`src/rtl/mcts_pkg.sv`:
```
`timescale 1ns / 1ps
// ----------------------------------------------------------------------------
// mcts_pkg: shared types, codes and control store of the tick scheduler
// Holds the action, modifier and result codes, the sequencer step and
// micro-operation types, and the control-store program itself.
// ----------------------------------------------------------------------------
package mcts_pkg;

    // Default number of clock slots and the slot space the 3-bit index can reach.
    localparam int NUM_CLOCKS_DEF = 8;
    localparam int SLOT_SPACE     = 8;

    // Input actions. Codes five to seven mean nothing and end in a bare done word.
    typedef enum logic [2:0] {
        ACT_UPDATE  = 3'd0,
        ACT_SET     = 3'd1,
        ACT_PAUSE   = 3'd2,
        ACT_UNPAUSE = 3'd3,
        ACT_RESYNC  = 3'd4
    } act_t;

    // Step modifier modes.
    typedef enum logic [1:0] {
        MOD_NONE  = 2'd0,
        MOD_FIXED = 2'd1,
        MOD_MUL   = 2'd2,
        MOD_MAX   = 2'd3
    } mod_t;

    // Result word kinds.
    localparam logic KIND_TICK = 1'b0;
    localparam logic KIND_DONE = 1'b1;

    // Configuration register indexes.
    localparam logic [0:0] CFG_GMODE  = 1'b0;
    localparam logic [0:0] CFG_GVALUE = 1'b1;

    // Control-store addresses; sequential fall-through follows this order.
    typedef enum logic [4:0] {
        S_IDLE,
        S_GDIFF,
        S_GMUL,
        S_GMOD,
        S_SRD,
        S_SADD,
        S_SDIFF,
        S_SMUL,
        S_SMOD,
        S_STICK,
        S_SEMIT,
        S_SWB,
        S_SNEXT,
        S_DONE,
        S_SET,
        S_PAUSE,
        S_RSY
    } step_t;

    // Datapath micro-operations.
    typedef enum logic [3:0] {
        OP_NONE,
        OP_GDIFF,
        OP_MUL,
        OP_GMOD,
        OP_SLOT_RD,
        OP_SLOT_ADD,
        OP_SLOT_DIFF,
        OP_SMOD,
        OP_SLOT_TICK,
        OP_EMIT_TICK,
        OP_SLOT_WB,
        OP_SLOT_NEXT,
        OP_EMIT_DONE,
        OP_SET,
        OP_PAUSE,
        OP_RESYNC
    } op_t;

    // Sequencing conditions.
    typedef enum logic [2:0] {
        C_NEXT,
        C_GOTO,
        C_DISPATCH,
        C_IF_INACTIVE,
        C_IF_NOT_DUE,
        C_LOOP,
        C_WAIT_ROOM
    } cond_t;

    typedef struct packed {
        op_t   op;
        cond_t cond;
        step_t target;
    } ucode_t;

    // Control from the sequencer to the datapath.
    typedef struct packed {
        op_t  op;
        logic accept;
    } ctrl_t;

    // Status from the datapath back to the sequencer.
    typedef struct packed {
        logic inactive;
        logic not_due;
        logic more;
        logic room;
    } flags_t;

    // The control store.
    function automatic ucode_t ucode(input step_t s);
        ucode_t w;
        w = '{op: OP_NONE, cond: C_GOTO, target: S_IDLE};
        case (s)
            S_IDLE:  w = '{op: OP_NONE,      cond: C_DISPATCH,    target: S_IDLE};
            S_GDIFF: w = '{op: OP_GDIFF,     cond: C_NEXT,        target: S_IDLE};
            S_GMUL:  w = '{op: OP_MUL,       cond: C_NEXT,        target: S_IDLE};
            S_GMOD:  w = '{op: OP_GMOD,      cond: C_NEXT,        target: S_IDLE};
            S_SRD:   w = '{op: OP_SLOT_RD,   cond: C_IF_INACTIVE, target: S_SNEXT};
            S_SADD:  w = '{op: OP_SLOT_ADD,  cond: C_NEXT,        target: S_IDLE};
            S_SDIFF: w = '{op: OP_SLOT_DIFF, cond: C_IF_NOT_DUE,  target: S_SWB};
            S_SMUL:  w = '{op: OP_MUL,       cond: C_NEXT,        target: S_IDLE};
            S_SMOD:  w = '{op: OP_SMOD,      cond: C_NEXT,        target: S_IDLE};
            S_STICK: w = '{op: OP_SLOT_TICK, cond: C_NEXT,        target: S_IDLE};
            S_SEMIT: w = '{op: OP_EMIT_TICK, cond: C_WAIT_ROOM,   target: S_SNEXT};
            S_SWB:   w = '{op: OP_SLOT_WB,   cond: C_NEXT,        target: S_IDLE};
            S_SNEXT: w = '{op: OP_SLOT_NEXT, cond: C_LOOP,        target: S_SRD};
            S_DONE:  w = '{op: OP_EMIT_DONE, cond: C_WAIT_ROOM,   target: S_IDLE};
            S_SET:   w = '{op: OP_SET,       cond: C_GOTO,        target: S_DONE};
            S_PAUSE: w = '{op: OP_PAUSE,     cond: C_GOTO,        target: S_DONE};
            S_RSY:   w = '{op: OP_RESYNC,    cond: C_LOOP,        target: S_RSY};
            default: w = '{op: OP_NONE,      cond: C_GOTO,        target: S_IDLE};
        endcase
        return w;
    endfunction

    // Entry point of each action.
    function automatic step_t entry(input logic [2:0] action);
        step_t s;
        case (action)
            ACT_UPDATE:  s = S_GDIFF;
            ACT_SET:     s = S_SET;
            ACT_PAUSE:   s = S_PAUSE;
            ACT_UNPAUSE: s = S_PAUSE;
            ACT_RESYNC:  s = S_RSY;
            default:     s = S_DONE;
        endcase
        return s;
    endfunction

endpackage

```
`src/rtl/mcts_seq.sv`:
```
`timescale 1ns / 1ps
// ----------------------------------------------------------------------------
// mcts_seq: microcode sequencer
// Step counter over the control store, with dispatch on the action and
// conditional jumps on datapath status.
// ----------------------------------------------------------------------------
module mcts_seq (
    input  logic              clk,
    input  logic              rst_n,
    input  logic              in_valid,
    input  logic [2:0]        action,
    input  mcts_pkg::flags_t  flags,
    output logic              in_stall,
    output mcts_pkg::ctrl_t   ctrl
);

    mcts_pkg::step_t  step_reg;
    mcts_pkg::step_t  step_next;
    mcts_pkg::ucode_t cw;
    mcts_pkg::step_t  step_inc;
    logic             idle;

    assign cw       = mcts_pkg::ucode(step_reg);
    assign idle     = (step_reg == mcts_pkg::S_IDLE);
    assign in_stall = !idle;
    assign step_inc = mcts_pkg::step_t'(5'(step_reg) + 5'd1);

    always_ff @(posedge clk or negedge rst_n)
    begin
        if (!rst_n)
        begin
            step_reg <= mcts_pkg::S_IDLE;
        end
        else
        begin
            step_reg <= step_next;
        end
    end

    always_comb
    begin
        ctrl.op     = cw.op;
        ctrl.accept = idle && in_valid;
        case (cw.cond)
            mcts_pkg::C_NEXT:        step_next = step_inc;
            mcts_pkg::C_GOTO:        step_next = cw.target;
            mcts_pkg::C_DISPATCH:    step_next = in_valid ? mcts_pkg::entry(action) : step_reg;
            mcts_pkg::C_IF_INACTIVE: step_next = flags.inactive ? cw.target : step_inc;
            mcts_pkg::C_IF_NOT_DUE:  step_next = flags.not_due ? cw.target : step_inc;
            mcts_pkg::C_LOOP:        step_next = flags.more ? cw.target : mcts_pkg::S_DONE;
            mcts_pkg::C_WAIT_ROOM:   step_next = flags.room ? cw.target : step_reg;
            default:                 step_next = mcts_pkg::S_IDLE;
        endcase
    end

    // An accepted word always starts a program.
    assert property (@(posedge clk) disable iff (!rst_n)
        ctrl.accept |=> (step_reg != mcts_pkg::S_IDLE))
        else $error("sequencer stayed idle after accepting a word");

    // Loading the done word ends the program.
    assert property (@(posedge clk) disable iff (!rst_n)
        (cw.op == mcts_pkg::OP_EMIT_DONE) && flags.room |=> idle)
        else $error("sequencer did not return to idle after the done word");

endmodule

```
`config.mk`:
```
export PLATFORM = sky130hd
export DESIGN_NAME = mcts_seq
export DESIGN_NICKNAME = d
export VERILOG_FILES = /design/src/rtl/mcts_pkg.sv /design/src/rtl/mcts_seq.sv
export SDC_FILE = /design/constraint.sdc
export NUM_CORES = 1
export LEC_CHECK = 0
export BUFFER_PORTS_ARGS = -buffer_cell sky130_fd_sc_hd__buf_2
export CORE_MARGIN = 3
export CORE_UTILIZATION = 40
export CTS_BUF_LIST = sky130_fd_sc_hd__clkbuf_4
export DETAILED_ROUTE_END_ITERATION = 6
export PLACE_DENSITY = 0.57
export SLEW_MARGIN = 30
export SYNTH_ARGS = -nofsm -noshare
export SYNTH_HDL_FRONTEND = slang
export SYNTH_SLANG_ARGS = --single-unit
```
`constraint.sdc`:
```
create_clock -name clk -period 6.39 [get_ports clk]
set_clock_uncertainty 0.1 [all_clocks]
set_input_delay 0.9585 -clock clk [delete_from_list [all_inputs] [get_ports clk]]
set_output_delay 0.9585 -clock clk [all_outputs]
set_load 0.02 [all_outputs]
```
# Word-level counts from Yosys, hierarchy flattened
# Memory sizes are Yosys's and may differ from the RTL's.
# Index checks and enable logic that the tools add are counted.
[op_classes]
add_sub_neg = 1
n_eq_ne = 12
n_mux = 7
n_reduce_logical = 7
[ops]
columns = ["op", "n"]
rows = [
  ["case mux 5 bit (7 select lines)", 1],
  ["two-way mux 5 bit", 5],
  ["case mux 5 bit (4 select lines)", 1],
  ["equality test 3 x 2 -> 1 bit (second input constant)", 4],
  ["equality test 3 bit (second input constant)", 4],
  ["equality test 3 x 1 -> 1 bit (second input constant)", 2],
  ["logical NOT 3 bit", 2],
  ["adder 5 x 1 -> 5 bit (second input constant)", 1],
  ["logical NOT 5 bit", 1],
  ["inequality test 2 bit (second input constant)", 2],
  ["AND reduction 2 bit", 1],
  ["OR reduction 2 bit", 1],
  ["logical AND 1 bit", 1],
  ["logical NOT 1 bit", 1],
]
[totals]
register_bits = 5
romBits = 384
inputBits = 10
out_inout_bits = 6
elab_cells = 29
n_memories = 1
[memory_table]
columns = ["memory", "words", "word_bits", "read_ports", "rd_ports_with_merged_regs", "wr", "line", "text"]
rows = [
  ["(name not given)", 32, 12, 1, 0, 0, "mcts_pkg.sv:114", "case (s)"],
]

# Longest topological paths before layout
[depth]
depth_word = 5
depth_mapped = 9
mapped_depth_nobuf = 8

# Least setup slack after synthesis
# No wires, ideal clock.
[synth_timing]
kind = "register to output"
startpoint = "register step_reg[4]"
endpoint = "output ctrl[1] in the netlist's numbering"
arrival_ns = 1.586
required_time_ns = 5.332
path_slack_ns = 3.745
stages_incl_launch_ff = 7
path_cell_list = "dfrtp_1 clkbuf_1 clkbuf_1 mux2i_1 nor2_1 a21oi_1 o21ai_1"
[synth_rtl]
columns = ["element", "line", "text"]
rows = [
  ["from (decl)", "mcts_seq.sv:17", "mcts_pkg::step_t step_reg;"],
  ["from (signal assigned)", "mcts_seq.sv:32", "step_reg <= mcts_pkg::S_IDLE;"],
  ["from (signal assigned)", "mcts_seq.sv:36", "step_reg <= step_next;"],
  ["to (decl)", "mcts_seq.sv:14", "output mcts_pkg::ctrl_t ctrl"],
]

==> results_dict.tcl <==
set metrics [dict create \
    status "finished clean" \
    synth-edff-count 0 \
    fmax_mhz 321 \
    synth.area.top_cells "dfrtp_1 13%, ha_1 8.1%, nor2_1 5.6%, o21ai_0 4.8%, mux2i_1 4.3%" \
    async_flop_share_pct 100 \
    critPathBufInv 2 \
    slew_violations 0 \
    yosys.area_share.simple_pct 29.1 \
    grt_pass1_vias 990 \
    synthXorXnorAreaFrac_pct 3.76 \
    hold_class "in2async" \
    hold_ws_ns 0.425 \
    fin_crit_sh_pct 48.8 \
    syn_inst 134 \
    clockRootBuffer "clkbuf_4" \
    avgSynthCellArea_um2 6.96 \
    drc 0 \
    nNetsFinal 164 \
    synth_cell_types 45 \
    start_kind "flop" \
    track_usage_pct 20.8 \
    ctsHoldBuffers 0 \
    clock_latency_ns 0.24 \
    cts_tree "done" \
    worst_ep_required_time_ns 5.33 \
    vias 1084 \
    tightest_slew_ns 0.779 \
    row_count 16 \
    hpwl_um 2080 \
    drtIter0Drc 65 \
    grt_start_max_net_pins 24 \
    synth_top_area_share_pct 13.4 \
    synth_top_flop_cell "dfrtp_1" \
    layout_commonest_cell "buf_2" \
    die_area_um2 2950 \
    end_kind "primary output" \
    postRouteWirelength_um 2680 \
    largest_reg_flops 5 \
    io_buffer_count 15 \
    area_growth_pct 12.2 \
    cp_cell_sequence "inv_1, ha_1, nor2b_1, mux2i_1, o22ai_1, buf_2" \
    place.gp.congestion 0.900 \
    ys_seq_area_share_pct 13.4 \
    wl_per_cell_um 15.4 \
    synthAdderAreaFrac_pct 8.05 \
    htreeDepth 1 \
    cts_sinks 5 \
    final_cell_mix "15 x buf_2, 14 x nor2_1, 10 x nand2_1" \
    setup_viol 0 \
    crit_type "reg2out" \
    path_max_fanout 8 \
    cts_resized 0 \
    clk_path_buf_depth 2 \
    use_met2_pct 30.3 \
    grt_setup_unrepaired "no" \
    grt_pass1_wl_um 4550 \
    arrival_ns 2.06 \
    relSlewSlack_pct 48.0 \
    synthMuxAreaShare_pct 4.30 \
    critPathMaxStageDelay_ns 0.47 \
    met3_usage_pct 6.81 \
    clkTransAtPathRegs_ns 0.04 \
    cts_buffers 3 \
    synth.largest_area_cell "dfrtp_1" \
    max_cap_violations 0 \
    critPathTopFamily "flip-flops" \
    cp_slowest_cell "dfrtp_1" \
    ys_warn_count 0 \
    top_usage_layer "met2" \
    antenna_found_initial 0 \
    gr-usage-met1_pct 29.4 \
    netlist_area_um2 932 \
    io_pins 16 \
    grt_overflow_total 0 \
    start_util_pct 44.8 \
    fp.dieW_um 54.3 \
    ys_ff_latch 5 \
    synth_compound_area_share_pct 35.4 \
    period_needed_ns 3.12 \
    fin_setup_tns_ns 0 \
    cts_setup_buffers 0 \
    drtAntennaViolNets 0 \
    syn-num-nets 150 \
    dr.pass1.iters 4 \
    via_per_inst 6.23 \
    core_area_um2 2080 \
    drive_above_1_share_pct 15.0 \
    die_h_um 54.3 \
    synth_top_family_by_area "compound AO/OA/AOI/OAI gates" \
    n_antenna_cell 0 \
    timing.final.hold_violations 0 \
]
## through the flow
step | std cells | setup WS (ns) | cell area [um^2] | utilization, %
after floorplan | 134 | 3.75 | 932 | -
after global placement | 170 | 3.60 | 1020 | 48.8
after detailed placement | 170 | 3.53 | 1020 | 48.8
after CTS | 174 | 3.25 | 1050 | 50.2
after global routing | 174 | 3.09 | 1050 | 50.2
final | 174 | 3.27 | 1050 | 50.2
## path summary, 6_finish.rpt
check                       startpoint          end  slack, ns  cells past startpoint
max                        step_reg[1]      ctrl[2]       3.27                      6
min in group clk           step_reg[0]  step_reg[0]       0.69                      2
min                              rst_n  step_reg[0]       0.43                      1
min reg2reg                step_reg[0]  step_reg[0]       0.69                      2
max reg2reg                step_reg[3]  step_reg[0]       3.61                      6
max in group asynchronous        rst_n  step_reg[3]       5.64                      1
## Yosys cell counts, types with 2 or more instances
library cell and n:
o211ai_1 4, o21ai_0 9, o22ai_1 3, nand3_1 5
xnor2_1 3, buf_2 2, nand2_1 10, and3_1 2
o21ai_1 2, ha_1 6, a21oi_1 7, nor3_1 7
inv_1 7, clkbuf_1 3, o221ai_1 2, nand4_1 2
o21a_1 3, o2111ai_1 2, nor2_1 14, mux2i_1 4
dfrtp_1 5, nor2b_1 6, a211oi_1 4
## logic make-up after synthesis
family                   after synthesis
AO/OA/AOI/OAI                         47
XOR/XNOR                               4
adder cells (fa/ha/maj)                6
buffers and inverters                 14
flip-flops                             5
multiplexers                           4
AND/OR/NAND/NOR                       54
## routing by layer
| metal | wire, um | share of wire (%) |
|---|---|---|
| met5 | 0 | 0 |
| met4 | 52 | 1.9 |
| met3 | 193 | 7.2 |
| met2 | 1170 | 44 |
| met1 | 1260 | 47 |
## area by class of cell
class | instances | area, um^2
Fill cell | 236 | 1040
Multi-Input combinational cell | 115 | 752
Sequential cell | 5 | 125
Timing Repair Buffer | 15 | 75.1
Tap cell | 27 | 33.8
Clock buffer | 4 | 30.0
Inverter | 8 | 30.0
Power is not shown: default switching activity piles up to over one toggle a cycle in this logic, so the estimate is an artifact.
