<file path="src/rtl/mcts_pkg.sv">
`timescale 1ns / 1ps
// ----------------------------------------------------------------------------
// mcts_pkg: shared types, codes and control store of the tick scheduler
// Holds the action, modifier and result codes, the sequencer step and
// micro-operation types, and the control-store program itself.
// ----------------------------------------------------------------------------
package mcts_pkg;

    // Default number of clock slots and the slot space the 3-bit index can reach.
    localparam int NUM_CLOCKS_DEF = 8;
    localparam int SLOT_SPACE     = 8;

    // Input actions. Codes five to seven mean nothing and end in a bare done word.
    typedef enum logic [2:0] {
        ACT_UPDATE  = 3'd0,
        ACT_SET     = 3'd1,
        ACT_PAUSE   = 3'd2,
        ACT_UNPAUSE = 3'd3,
        ACT_RESYNC  = 3'd4
    } act_t;

    // Step modifier modes.
    typedef enum logic [1:0] {
        MOD_NONE  = 2'd0,
        MOD_FIXED = 2'd1,
        MOD_MUL   = 2'd2,
        MOD_MAX   = 2'd3
    } mod_t;

    // Result word kinds.
    localparam logic KIND_TICK = 1'b0;
    localparam logic KIND_DONE = 1'b1;

    // Configuration register indexes.
    localparam logic [0:0] CFG_GMODE  = 1'b0;
    localparam logic [0:0] CFG_GVALUE = 1'b1;

    // Control-store addresses; sequential fall-through follows this order.
    typedef enum logic [4:0] {
        S_IDLE,
        S_GDIFF,
        S_GMUL,
        S_GMOD,
        S_SRD,
        S_SADD,
        S_SDIFF,
        S_SMUL,
        S_SMOD,
        S_STICK,
        S_SEMIT,
        S_SWB,
        S_SNEXT,
        S_DONE,
        S_SET,
        S_PAUSE,
        S_RSY
    } step_t;

    // Datapath micro-operations.
    typedef enum logic [3:0] {
        OP_NONE,
        OP_GDIFF,
        OP_MUL,
        OP_GMOD,
        OP_SLOT_RD,
        OP_SLOT_ADD,
        OP_SLOT_DIFF,
        OP_SMOD,
        OP_SLOT_TICK,
        OP_EMIT_TICK,
        OP_SLOT_WB,
        OP_SLOT_NEXT,
        OP_EMIT_DONE,
        OP_SET,
        OP_PAUSE,
        OP_RESYNC
    } op_t;

    // Sequencing conditions.
    typedef enum logic [2:0] {
        C_NEXT,
        C_GOTO,
        C_DISPATCH,
        C_IF_INACTIVE,
        C_IF_NOT_DUE,
        C_LOOP,
        C_WAIT_ROOM
    } cond_t;

    typedef struct packed {
        op_t   op;
        cond_t cond;
        step_t target;
    } ucode_t;

    // Control from the sequencer to the datapath.
    typedef struct packed {
        op_t  op;
        logic accept;
    } ctrl_t;

    // Status from the datapath back to the sequencer.
    typedef struct packed {
        logic inactive;
        logic not_due;
        logic more;
        logic room;
    } flags_t;

    // The control store.
    function automatic ucode_t ucode(input step_t s);
        ucode_t w;
        w = '{op: OP_NONE, cond: C_GOTO, target: S_IDLE};
        case (s)
            S_IDLE:  w = '{op: OP_NONE,      cond: C_DISPATCH,    target: S_IDLE};
            S_GDIFF: w = '{op: OP_GDIFF,     cond: C_NEXT,        target: S_IDLE};
            S_GMUL:  w = '{op: OP_MUL,       cond: C_NEXT,        target: S_IDLE};
            S_GMOD:  w = '{op: OP_GMOD,      cond: C_NEXT,        target: S_IDLE};
            S_SRD:   w = '{op: OP_SLOT_RD,   cond: C_IF_INACTIVE, target: S_SNEXT};
            S_SADD:  w = '{op: OP_SLOT_ADD,  cond: C_NEXT,        target: S_IDLE};
            S_SDIFF: w = '{op: OP_SLOT_DIFF, cond: C_IF_NOT_DUE,  target: S_SWB};
            S_SMUL:  w = '{op: OP_MUL,       cond: C_NEXT,        target: S_IDLE};
            S_SMOD:  w = '{op: OP_SMOD,      cond: C_NEXT,        target: S_IDLE};
            S_STICK: w = '{op: OP_SLOT_TICK, cond: C_NEXT,        target: S_IDLE};
            S_SEMIT: w = '{op: OP_EMIT_TICK, cond: C_WAIT_ROOM,   target: S_SNEXT};
            S_SWB:   w = '{op: OP_SLOT_WB,   cond: C_NEXT,        target: S_IDLE};
            S_SNEXT: w = '{op: OP_SLOT_NEXT, cond: C_LOOP,        target: S_SRD};
            S_DONE:  w = '{op: OP_EMIT_DONE, cond: C_WAIT_ROOM,   target: S_IDLE};
            S_SET:   w = '{op: OP_SET,       cond: C_GOTO,        target: S_DONE};
            S_PAUSE: w = '{op: OP_PAUSE,     cond: C_GOTO,        target: S_DONE};
            S_RSY:   w = '{op: OP_RESYNC,    cond: C_LOOP,        target: S_RSY};
            default: w = '{op: OP_NONE,      cond: C_GOTO,        target: S_IDLE};
        endcase
        return w;
    endfunction

    // Entry point of each action.
    function automatic step_t entry(input logic [2:0] action);
        step_t s;
        case (action)
            ACT_UPDATE:  s = S_GDIFF;
            ACT_SET:     s = S_SET;
            ACT_PAUSE:   s = S_PAUSE;
            ACT_UNPAUSE: s = S_PAUSE;
            ACT_RESYNC:  s = S_RSY;
            default:     s = S_DONE;
        endcase
        return s;
    endfunction

endpackage

</file>
<file path="src/rtl/mcts_mod.sv">
`timescale 1ns / 1ps
// ----------------------------------------------------------------------------
// mcts_mod: step modifier unit
// Registers the Q16.16 product and combinationally selects the modified step
// (none, fixed, saturated multiply from the registered product, or clamp).
// ----------------------------------------------------------------------------
module mcts_mod (
    input  logic        clk,
    input  logic        mul_en,
    input  logic [31:0] d,
    input  logic [1:0]  mode,
    input  logic [31:0] operand,
    output logic [31:0] res
);

    logic [63:0] prod_reg;
    logic [63:0] prod_next;

    assign prod_next = {32'd0, operand} * {32'd0, d};

    always_ff @(posedge clk)
    begin
        if (mul_en)
        begin
            prod_reg <= prod_next;
        end
    end

    always_comb
    begin
        case (mode)
            mcts_pkg::MOD_NONE:  res = d;
            mcts_pkg::MOD_FIXED: res = operand;
            mcts_pkg::MOD_MUL:   res = (prod_reg[63:48] != 16'd0) ? 32'hFFFF_FFFF
                                                                  : prod_reg[47:16];
            mcts_pkg::MOD_MAX:   res = (operand < d) ? operand : d;
            default:             res = d;
        endcase
    end

endmodule

</file>
<file path="src/rtl/mcts_dp.sv">
`timescale 1ns / 1ps
// ----------------------------------------------------------------------------
// mcts_dp: scheduler datapath
// Input and configuration registers, slot flags, slot field memories, the
// modifier unit and the output register, all driven by one micro-operation.
// ----------------------------------------------------------------------------
module mcts_dp #(
    parameter int NUM_CLOCKS = mcts_pkg::NUM_CLOCKS_DEF
) (
    input  logic             clk,
    input  logic             rst_n,
    input  mcts_pkg::ctrl_t  ctrl,
    output mcts_pkg::flags_t flags,
    input  logic [2:0]       action,
    input  logic [31:0]      now_time,
    input  logic [2:0]       slot,
    input  logic             enable,
    input  logic [31:0]      period,
    input  logic [1:0]       mod_mode,
    input  logic [31:0]      mod_value,
    input  logic             cfg_we,
    input  logic [0:0]       cfg_index,
    input  logic [31:0]      cfg_wdata,
    output logic             out_valid,
    input  logic             out_stall,
    output logic             kind,
    output logic [2:0]       tick_slot,
    output logic [31:0]      step_dt,
    output logic [31:0]      clock_now,
    output logic             last
);

    localparam int SLOTS = (NUM_CLOCKS < mcts_pkg::SLOT_SPACE) ? NUM_CLOCKS
                                                               : mcts_pkg::SLOT_SPACE;
    localparam int AW    = (SLOTS > 1) ? $clog2(SLOTS) : 1;

    typedef struct packed {
        logic period;
        logic mode;
        logic oper;
        logic real_t;
        logic last_t;
        logic clock;
    } mem_we_t;

    // Latched input word.
    logic [2:0]  act_reg;
    logic [31:0] now_reg;
    logic [2:0]  slot_reg;
    logic        enable_reg;
    logic [31:0] period_reg;
    logic [1:0]  mmode_in_reg;
    logic [31:0] mval_reg;

    logic [1:0]  gmode_reg;
    logic [31:0] gvalue_reg;
    logic [31:0] prev_reg;

    logic [SLOTS-1:0] en_reg;
    logic [SLOTS-1:0] paused_reg;
    logic [AW-1:0]    cnt_reg;

    // Working registers.
    logic [31:0] d_reg;
    logic [1:0]  mmode_reg;
    logic [31:0] mop_reg;
    logic [31:0] dt_reg;
    logic [31:0] cdt_reg;
    logic [31:0] real_reg;
    logic [31:0] clock_reg;
    logic [31:0] mod_res;

    // Slot field memories and their registered read data.
    logic [31:0] mem_period [SLOTS];
    logic [1:0]  mem_mode   [SLOTS];
    logic [31:0] mem_oper   [SLOTS];
    logic [31:0] mem_real   [SLOTS];
    logic [31:0] mem_last   [SLOTS];
    logic [31:0] mem_clock  [SLOTS];
    logic [31:0] rd_period_reg;
    logic [1:0]  rd_mode_reg;
    logic [31:0] rd_oper_reg;
    logic [31:0] rd_real_reg;
    logic [31:0] rd_last_reg;
    logic [31:0] rd_clock_reg;

    mem_we_t     we;
    logic [AW-1:0] wa;
    logic [31:0] w_real;
    logic [31:0] w_last;
    logic [31:0] w_clock;

    logic        out_valid_reg;
    logic        kind_reg;
    logic [2:0]  tick_slot_reg;
    logic [31:0] step_dt_reg;
    logic [31:0] clock_now_reg;
    logic        last_reg;

    logic          slot_ok;
    logic [AW-1:0] sidx;
    logic          room;
    logic [31:0]   elapsed;

    assign slot_ok = (4'(slot_reg) < 4'(SLOTS));
    assign sidx    = slot_reg[AW-1:0];
    assign room    = !out_valid_reg || !out_stall;
    assign elapsed = real_reg - rd_last_reg;

    assign flags.inactive = !en_reg[cnt_reg] || paused_reg[cnt_reg];
    assign flags.not_due  = (elapsed < rd_period_reg);
    assign flags.more     = (cnt_reg != AW'(SLOTS - 1));
    assign flags.room     = room;

    mcts_mod u_mod (
        .clk     (clk),
        .mul_en  (ctrl.op == mcts_pkg::OP_MUL),
        .d       (d_reg),
        .mode    (mmode_reg),
        .operand (mop_reg),
        .res     (mod_res)
    );

    // Control state: configuration, previous sample, slot flags, loop counter.
    always_ff @(posedge clk or negedge rst_n)
    begin
        if (!rst_n)
        begin
            gmode_reg  <= '0;
            gvalue_reg <= '0;
            prev_reg   <= '0;
            en_reg     <= '0;
            paused_reg <= '0;
            cnt_reg    <= '0;
        end
        else
        begin
            if (cfg_we)
            begin
                if (cfg_index == mcts_pkg::CFG_GMODE)
                begin
                    gmode_reg <= cfg_wdata[1:0];
                end
                else
                begin
                    gvalue_reg <= cfg_wdata;
                end
            end
            if (ctrl.accept)
            begin
                cnt_reg <= '0;
            end
            case (ctrl.op)
                mcts_pkg::OP_GDIFF:
                begin
                    prev_reg <= now_reg;
                end
                mcts_pkg::OP_SLOT_NEXT, mcts_pkg::OP_RESYNC:
                begin
                    if (flags.more)
                    begin
                        cnt_reg <= cnt_reg + AW'(1);
                    end
                end
                mcts_pkg::OP_SET:
                begin
                    if (slot_ok)
                    begin
                        if (!enable_reg)
                        begin
                            en_reg[sidx]     <= 1'b0;
                            paused_reg[sidx] <= 1'b0;
                        end
                        else if (!en_reg[sidx])
                        begin
                            en_reg[sidx]     <= 1'b1;
                            paused_reg[sidx] <= 1'b0;
                        end
                    end
                end
                mcts_pkg::OP_PAUSE:
                begin
                    if (slot_ok && en_reg[sidx])
                    begin
                        paused_reg[sidx] <= (act_reg == mcts_pkg::ACT_PAUSE);
                    end
                end
                default:
                begin
                end
            endcase
        end
    end

    // Payload working registers.
    always_ff @(posedge clk)
    begin
        if (ctrl.accept)
        begin
            act_reg      <= action;
            now_reg      <= now_time;
            slot_reg     <= slot;
            enable_reg   <= enable;
            period_reg   <= period;
            mmode_in_reg <= mod_mode;
            mval_reg     <= mod_value;
        end
        case (ctrl.op)
            mcts_pkg::OP_GDIFF:
            begin
                d_reg     <= now_reg - prev_reg;
                mmode_reg <= gmode_reg;
                mop_reg   <= gvalue_reg;
            end
            mcts_pkg::OP_GMOD:
            begin
                dt_reg <= mod_res;
            end
            mcts_pkg::OP_SLOT_RD:
            begin
                rd_period_reg <= mem_period[cnt_reg];
                rd_mode_reg   <= mem_mode[cnt_reg];
                rd_oper_reg   <= mem_oper[cnt_reg];
                rd_real_reg   <= mem_real[cnt_reg];
                rd_last_reg   <= mem_last[cnt_reg];
                rd_clock_reg  <= mem_clock[cnt_reg];
            end
            mcts_pkg::OP_SLOT_ADD:
            begin
                real_reg <= rd_real_reg + dt_reg;
            end
            mcts_pkg::OP_SLOT_DIFF:
            begin
                d_reg     <= elapsed;
                mmode_reg <= rd_mode_reg;
                mop_reg   <= rd_oper_reg;
            end
            mcts_pkg::OP_SMOD:
            begin
                cdt_reg <= mod_res;
            end
            mcts_pkg::OP_SLOT_TICK:
            begin
                clock_reg <= rd_clock_reg + cdt_reg;
            end
            default:
            begin
            end
        endcase
    end

    // Memory write selection.
    always_comb
    begin
        we      = '0;
        wa      = cnt_reg;
        w_real  = real_reg;
        w_last  = real_reg;
        w_clock = clock_reg;
        case (ctrl.op)
            mcts_pkg::OP_EMIT_TICK:
            begin
                we.real_t = 1'b1;
                we.last_t = 1'b1;
                we.clock  = 1'b1;
            end
            mcts_pkg::OP_SLOT_WB:
            begin
                we.real_t = 1'b1;
            end
            mcts_pkg::OP_SET:
            begin
                wa      = sidx;
                w_real  = '0;
                w_last  = '0;
                w_clock = '0;
                if (slot_ok && enable_reg)
                begin
                    we.period = 1'b1;
                    we.mode   = 1'b1;
                    we.oper   = 1'b1;
                    if (!en_reg[sidx])
                    begin
                        we.real_t = 1'b1;
                        we.last_t = 1'b1;
                        we.clock  = 1'b1;
                    end
                end
            end
            mcts_pkg::OP_RESYNC:
            begin
                w_real = prev_reg;
                w_last = prev_reg;
                if (en_reg[cnt_reg])
                begin
                    we.real_t = 1'b1;
                    we.last_t = 1'b1;
                end
            end
            default:
            begin
            end
        endcase
    end

    always_ff @(posedge clk)
    begin
        if (we.period)
        begin
            mem_period[wa] <= period_reg;
        end
        if (we.mode)
        begin
            mem_mode[wa] <= mmode_in_reg;
        end
        if (we.oper)
        begin
            mem_oper[wa] <= mval_reg;
        end
        if (we.real_t)
        begin
            mem_real[wa] <= w_real;
        end
        if (we.last_t)
        begin
            mem_last[wa] <= w_last;
        end
        if (we.clock)
        begin
            mem_clock[wa] <= w_clock;
        end
    end

    // Output register.
    always_ff @(posedge clk or negedge rst_n)
    begin
        if (!rst_n)
        begin
            out_valid_reg <= 1'b0;
        end
        else if (room && ((ctrl.op == mcts_pkg::OP_EMIT_TICK)
                          || (ctrl.op == mcts_pkg::OP_EMIT_DONE)))
        begin
            out_valid_reg <= 1'b1;
        end
        else if (!out_stall)
        begin
            out_valid_reg <= 1'b0;
        end
    end

    always_ff @(posedge clk)
    begin
        if (room && (ctrl.op == mcts_pkg::OP_EMIT_TICK))
        begin
            kind_reg      <= mcts_pkg::KIND_TICK;
            tick_slot_reg <= 3'(cnt_reg);
            step_dt_reg   <= cdt_reg;
            clock_now_reg <= clock_reg;
            last_reg      <= 1'b0;
        end
        else if (room && (ctrl.op == mcts_pkg::OP_EMIT_DONE))
        begin
            kind_reg      <= mcts_pkg::KIND_DONE;
            tick_slot_reg <= '0;
            step_dt_reg   <= (act_reg == mcts_pkg::ACT_UPDATE) ? dt_reg : 32'd0;
            clock_now_reg <= '0;
            last_reg      <= 1'b1;
        end
    end

    assign out_valid = out_valid_reg;
    assign kind      = kind_reg;
    assign tick_slot = tick_slot_reg;
    assign step_dt   = step_dt_reg;
    assign clock_now = clock_now_reg;
    assign last      = last_reg;

    // A paused slot is always an existing slot.
    assert property (@(posedge clk) disable iff (!rst_n)
        (paused_reg & ~en_reg) == '0)
        else $error("slot paused while not enabled");

    // Ticks come only from enabled, running slots.
    assert property (@(posedge clk) disable iff (!rst_n)
        (ctrl.op == mcts_pkg::OP_EMIT_TICK) && room
            |-> en_reg[cnt_reg] && !paused_reg[cnt_reg])
        else $error("tick emitted for an inactive slot");

    // Only the done word closes an item.
    assert property (@(posedge clk) disable iff (!rst_n)
        out_valid_reg && last_reg |-> (kind_reg == mcts_pkg::KIND_DONE))
        else $error("final word of an item is not a done word");

endmodule

</file>
<file path="config.mk">
export PLATFORM = sky130hd
export DESIGN_NAME = mcts_dp
export DESIGN_NICKNAME = d
export VERILOG_FILES = /design/src/rtl/mcts_pkg.sv /design/src/rtl/mcts_mod.sv /design/src/rtl/mcts_dp.sv
export SDC_FILE = /design/constraint.sdc
export NUM_CORES = 2
export LEC_CHECK = 0
export BUFFER_PORTS_ARGS = -buffer_cell sky130_fd_sc_hd__clkbuf_2
export CAP_MARGIN = 0
export CORE_MARGIN = 8
export CORE_UTILIZATION = 57
export CTS_CLUSTER_SIZE = 24
export DETAILED_ROUTE_END_ITERATION = 12
export GPL_TIMING_DRIVEN = 0
export PLACE_DENSITY_LB_ADDON = 0.2
export SLEW_MARGIN = 15
export SYNTH_ARGS = -nofsm -noshare
export SYNTH_HDL_FRONTEND = slang
export SYNTH_SLANG_ARGS = --single-unit
</file>
<file path="constraint.sdc">
create_clock -name clk -period 10.2 [get_ports clk]
set_input_delay 1.02 -clock clk [delete_from_list [all_inputs] [get_ports clk]]
set_output_delay 1.02 -clock clk [all_outputs]
set_load 0.01 [all_outputs]
</file>
# Word-level counts from Yosys, hierarchy flattened

Memory sizes are Yosys's and may differ from the RTL's. A register that Yosys moved wholly into a read port is not among the register bits.
Cells that the tools add are included.
Widths: inputs -> output; s select.

Muxes and demuxes: 55
Magnitude comparators: 5
Equality and inequality tests: 24
$mul: 1
Reduce and logical (&&, ||, !) cells: 22
Add/sub/neg operators: 5
Bitwise gates (word level): 5

Operators by type and width:

| operator           | count |
|---|---|
| $mux 32            | 8 |
| $pmux 32 s2        | 3 |
| $pmux 32 s4        | 1 |
| $add 32x32->32     | 2 |
| $lt 32x32->1       | 2 |
| $mul 32x32->64     | 1 |
| $sub 32x32->32     | 2 |
| $mux 8             | 5 |
| $eq 4x4->1 const B | 8 |
| $mux 3             | 8 |
| $mux 1             | 18 |
| $and 8x8->8        | 2 |
| $eq 4x3->1 const B | 4 |
| $pmux 8 s2         | 1 |
| $reduce_bool 16->1 | 1 |
| $bmux 1 s3         | 3 |
| $bwmux 8           | 1 |
| $eq 4x2->1 const B | 2 |
| $lt 3x4->1 const B | 2 |
| $not 8->8          | 1 |
| $or 8x8->8         | 1 |
| $mux 6             | 1 |
| $ne 3x3->1 const B | 2 |
| $pmux 1 s3         | 2 |
| 22 further kinds   | 36 |

Input port bits: 147
Memories kept: 6
Bits in writable memories: 1,296
Flip-flop bits (word level): 517
Output and inout port bits: 74
Word-level logic and storage cells: 149

Memory list:

| memory     | depth | bits a word | read ports | clocked after memory_dff | wr ports | RTL line      | text |
|---|---|---|---|---|---|---|---|
| mem_clock  | 8     | 32          | 1          | 1                        | 1        | mcts_dp.sv:79 | `logic [31:0] mem_clock [SLOTS];` |
| mem_last   | 8     | 32          | 1          | 1                        | 1        | mcts_dp.sv:78 | `logic [31:0] mem_last [SLOTS];` |
| mem_oper   | 8     | 32          | 1          | 1                        | 1        | mcts_dp.sv:76 | `logic [31:0] mem_oper [SLOTS];` |
| mem_period | 8     | 32          | 1          | 1                        | 1        | mcts_dp.sv:74 | `logic [31:0] mem_period [SLOTS];` |
| mem_real   | 8     | 32          | 1          | 1                        | 1        | mcts_dp.sv:77 | `logic [31:0] mem_real [SLOTS];` |
| mem_mode   | 8     | 2           | 1          | 1                        | 1        | mcts_dp.sv:75 | `logic [1:0] mem_mode [SLOTS];` |

# Logic depth before layout (Yosys ltp)

Word-level depth: 9
Mapped depth: 29
Depth with buffers taken out: 28

# Hierarchy

From an unflattened synthesis, not the netlist that was laid out.

Cells, all modules: 8,051
Area total of the unflattened synthesis: 112,944.6 sq um

By module, submodules not included:

| module   | instances | sequential area each (sq um) | cells an instance | area each (sq um) |
|---|---|---|---|---|
| mcts_dp  | 1         | 56,944.6                     | 4,155             | 77,070.2 |
| mcts_mod | 1         | 1,441.4                      | 3,896             | 35,874.4 |

# Least setup slack after synthesis

No wires, ideal clock.

Kind: input-to-reg
Start: input ctrl[1] (netlist bit)
End: register rd_clock_reg[0], read port of mem_clock, enable pin
Setup time: 0.884 ns
Path buffers: 1
Arrival: 12.268 ns
Slack: -2.952 ns
Stages: 2
Data required time: 9.316 ns
Path through: clkbuf_1 > nor3_1

Cells in the longest elaborated chain, start to end: 1

Ends and longest elaborated chain:

| what        | RTL line       | text |
|---|---|---|
| from (decl) | mcts_dp.sv:12  | `input mcts_pkg::ctrl_t ctrl,` |
| $eq 4x3->1  | mcts_dp.sv:208 | `case (ctrl.op)` |
| to (decl)   | mcts_dp.sv:85  | `logic [31:0] rd_clock_reg;` |

No other way between the ends.
A chain may end at the register's enable or synchronous reset.

# Final worst setup path

Start: register d_reg[17]
End: register u_mod.prod_reg[58], data pin

Cells in the longest elaborated chain, start to end: 1

Ends and longest elaborated chain:

| what                          | RTL line       | text |
|---|---|---|
| from (decl)                   | mcts_dp.sv:64  | `logic [31:0] d_reg;` |
| from (signal assigned)        | mcts_dp.sv:211 | `d_reg <= now_reg - prev_reg;` |
| from (signal assigned)        | mcts_dp.sv:234 | `d_reg <= elapsed;` |
| $mul 32x32->64                | mcts_mod.sv:19 | `assign prod_next = {32'd0, operand} * {32'd0, d};` |
| named net u_mod.prod_next[58] | mcts_mod.sv:17 | `logic [63:0] prod_next;` |
| to (signal assigned)          | mcts_mod.sv:25 | `prod_reg <= prod_next;` |
| to (decl)                     | mcts_mod.sv:16 | `logic [63:0] prod_reg;` |

The timed path passes the listed nets, and every way through them passes these cells.

==> flow_summary.yaml <==
sta:
  rsz0062_at_grt: "no"
  worstMarginPinSlew_ns: 1.397
  fin_crit_sh_pct: 99.09
  layout_min_cycle_time_ns: 10.11
  whs_ns: 0.08543
  skew_ns: 0.06471
  final_hold_viol_count: 0
  finalSetupTns_ns: 0
  fmax_mhz: 98.94
  relSlewSlack_pct: 5.899
  setup_viol: 0
  drv_slew: 0
die:
  die-width_um: 461.3
  rows: 163
  die_h_um: 461.3
  io-pin-count: 221
  core-area_um2: 197200
  start_util_pct: 57.32
  die-area_um2: 212800
logic_synthesis:
  synth_fa_ha_area_share_pct: 21.22
  ys_ff_latch: 1959
  synth-compound-area-share_pct: 4.260
  synth_edf_count: 1872
  ys_seq_area_share_pct: 51.65
  syn_nets: 9567
  synth_top_family_by_area: "adder cells"
  yosys.area.top_type: "edfxtp_1"
  muxShareOfSynthArea_pct: 8.833
  synthXorXnorAreaFrac_pct: 1.240
  yosys.cell_types.count: 79
  yosysTopAreaCellShare_pct: 49.72
  synth-simple-area-share_pct: 8.035
  yosys-top-cells-area: "edfxtp_1 50%, fa_1 16%, mux4_2 6.5%"
  yosys-top-cells-count: "1,872 x edfxtp_1, 1,057 x inv_1, 899 x fa_1"
  syn_inst: 8042
  postSynth.asyncResetShare_pct: 4.390
  ys_warn_count: 0
  syn-cell-area_um2: 113000
  ys_dominant_reg_cell: "edfxtp_1"
  avgSynthCellArea_um2: 14.06
  yosysMostFrequentCell: "edfxtp_1"
cells_and_area:
  fillerInstances: 14312
  multi_input_area_um2: 49610
  finalNetCount: 10071
  fin_cells: 11366
  drive_gt1_share_pct: 14.29
  areaGrowthSynthToFinish_pct: 11.44
  utilization_pct: 63.88
  regArea_um2: 58390
route:
  routed_via_density: 6.129
  num_vias: 69667
  drtAntennaViolNets: 0
  drc: 0
  wl_um: 352400
  drtPass1Iterations: 6
  post_drt_wl_per_cell_um: 31.00
  drt_iter0_drc: 7783
placed_design:
  dp.cells: 10994
  place.gp.congestion: 1.044
  io_buffers: 220
  dp_hpwl_um: 273300
clocking:
  clockBufferDepth: 3
  htree_levels: 4
  holdBufCountCts: 0
  cts_tree: "done"
  root_buffer: "clkbuf_16"
  cts_buffers: 188
  cts.sinks: 1959
  clk_pin_slew_ns: 0.07
  clock_latency_ns: 0.86
global_routing:
  grt_overflow: 0
  grt_pass1_wl_um: 504600
  grt_max_degree: 63
  antenna_found_initial: 26
  track_usage_pct: 33.29
  grt_pass1_vias: 72202
worst_setup_path:
  cp-end-kind: "flip-flop"
  criticalPathCategory: "flip-flop to flip-flop"
  cp.arrival_ns: 10.68
  cp-start-kind: "flip-flop"
  required_ns: 10.78
  cp_max_fo: 10
flow_run:
  maxCapViolCount: 0
worst_hold_path:
  hold_class: "input pin to async pin"
run_status:
  status: "completed"
[layout by cell type (no fill, tap or decap), types with 194 or more instances in the layout]
cell,count
mux4_2,328
inv_1,1057
clkbuf_1,344
nand2_1,747
edfxtp_1,1872
mux2_2,213
and2_1,641
ha_1,479
a21oi_1,194
fa_1,899
clkbuf_2,230
[routing by layer]
metal	global-route usage [%]	up-vias	part of all wire, %
met5	0	-	0.012
met1	42.06	35757	36
met4	22.30	6	8.3
met3	8.100	988	10
met2	51.38	4055	45
li1	-	28861	-
[layout make-up]
class / count / area share (%)
plain buffers: 374 / 1.150
clock buffers: 238 / 3.956
repair buffers: 314 / 2.362
clock inverters: 109 / 0.9922
multi-input cells: 4652 / 39.38
inverters: 1057 / 3.149
well taps: 2640 / 2.622
diodes: 23 / 0.04569
flip-flops and latches: 1959 / 46.34
[timing repair]
item | in CTS | in global routing
resized for setup | 3 | 5
endpoints found under the setup margin | 3 | 4
pin swaps | 0 | 0
setup buffers | 0 | 2
gates cloned | 0 | 0
[path summary, 6_finish.rpt]
kind,startpoint,end,slack (ns),depth (start not counted)
max reg2reg,d_reg[17],u_mod.prod_reg[58],0.09,26
max in group asynchronous,rst_n,gvalue_reg[6],9.45,2
min reg2reg,gvalue_reg[7],gvalue_reg[7],0.51,1
min,rst_n,prev_reg[25],0.09,1
max,d_reg[17],u_mod.prod_reg[58],0.09,26
min in group clk,period[3],period_reg[3],0.32,1
[worst max-delay path: stages (launching register included)]
cell and delay (ns):
edfxtp_1 0.84, clkdlybuf4s15_1 0.87, and2_1 0.45, fa_1 0.55, inv_1 0.06, fa_1 0.54, inv_1 0.07, fa_1 0.50
inv_1 0.05, fa_1 0.53, inv_1 0.07, fa_1 0.40, fa_1 0.53, fa_1 0.64, fa_1 0.47, ha_1 0.39
a21o_1 0.24, a21o_1 0.19, a21oi_1 0.25, nor4b_2 0.53, o211ai_1 0.48, nand2_1 0.26, o21ai_0 0.20, and3_1 0.28
a21oi_1 0.23, o21ba_2 0.17, xnor2_1 0.06
[cell families after synthesis]
logic type	count (synthesis)
flops	1959
simple gates	1816
buf+inv	1431
fa+ha+maj	1378
compound gates	737
mux	561
xor+xnor	160
[stage by stage]
stage                     worst slack [ns]  area, µm²
final                              0.09286     126000
after detailed placement          0.005717     119600
after global routing               0.02617     125900
after CTS                          0.01841     125900
after global placement              -3.585     117500
after floorplan                      2.135     113100
Power is not shown: default switching activity piles up to over one toggle a cycle in this logic, so the estimate is an artifact.
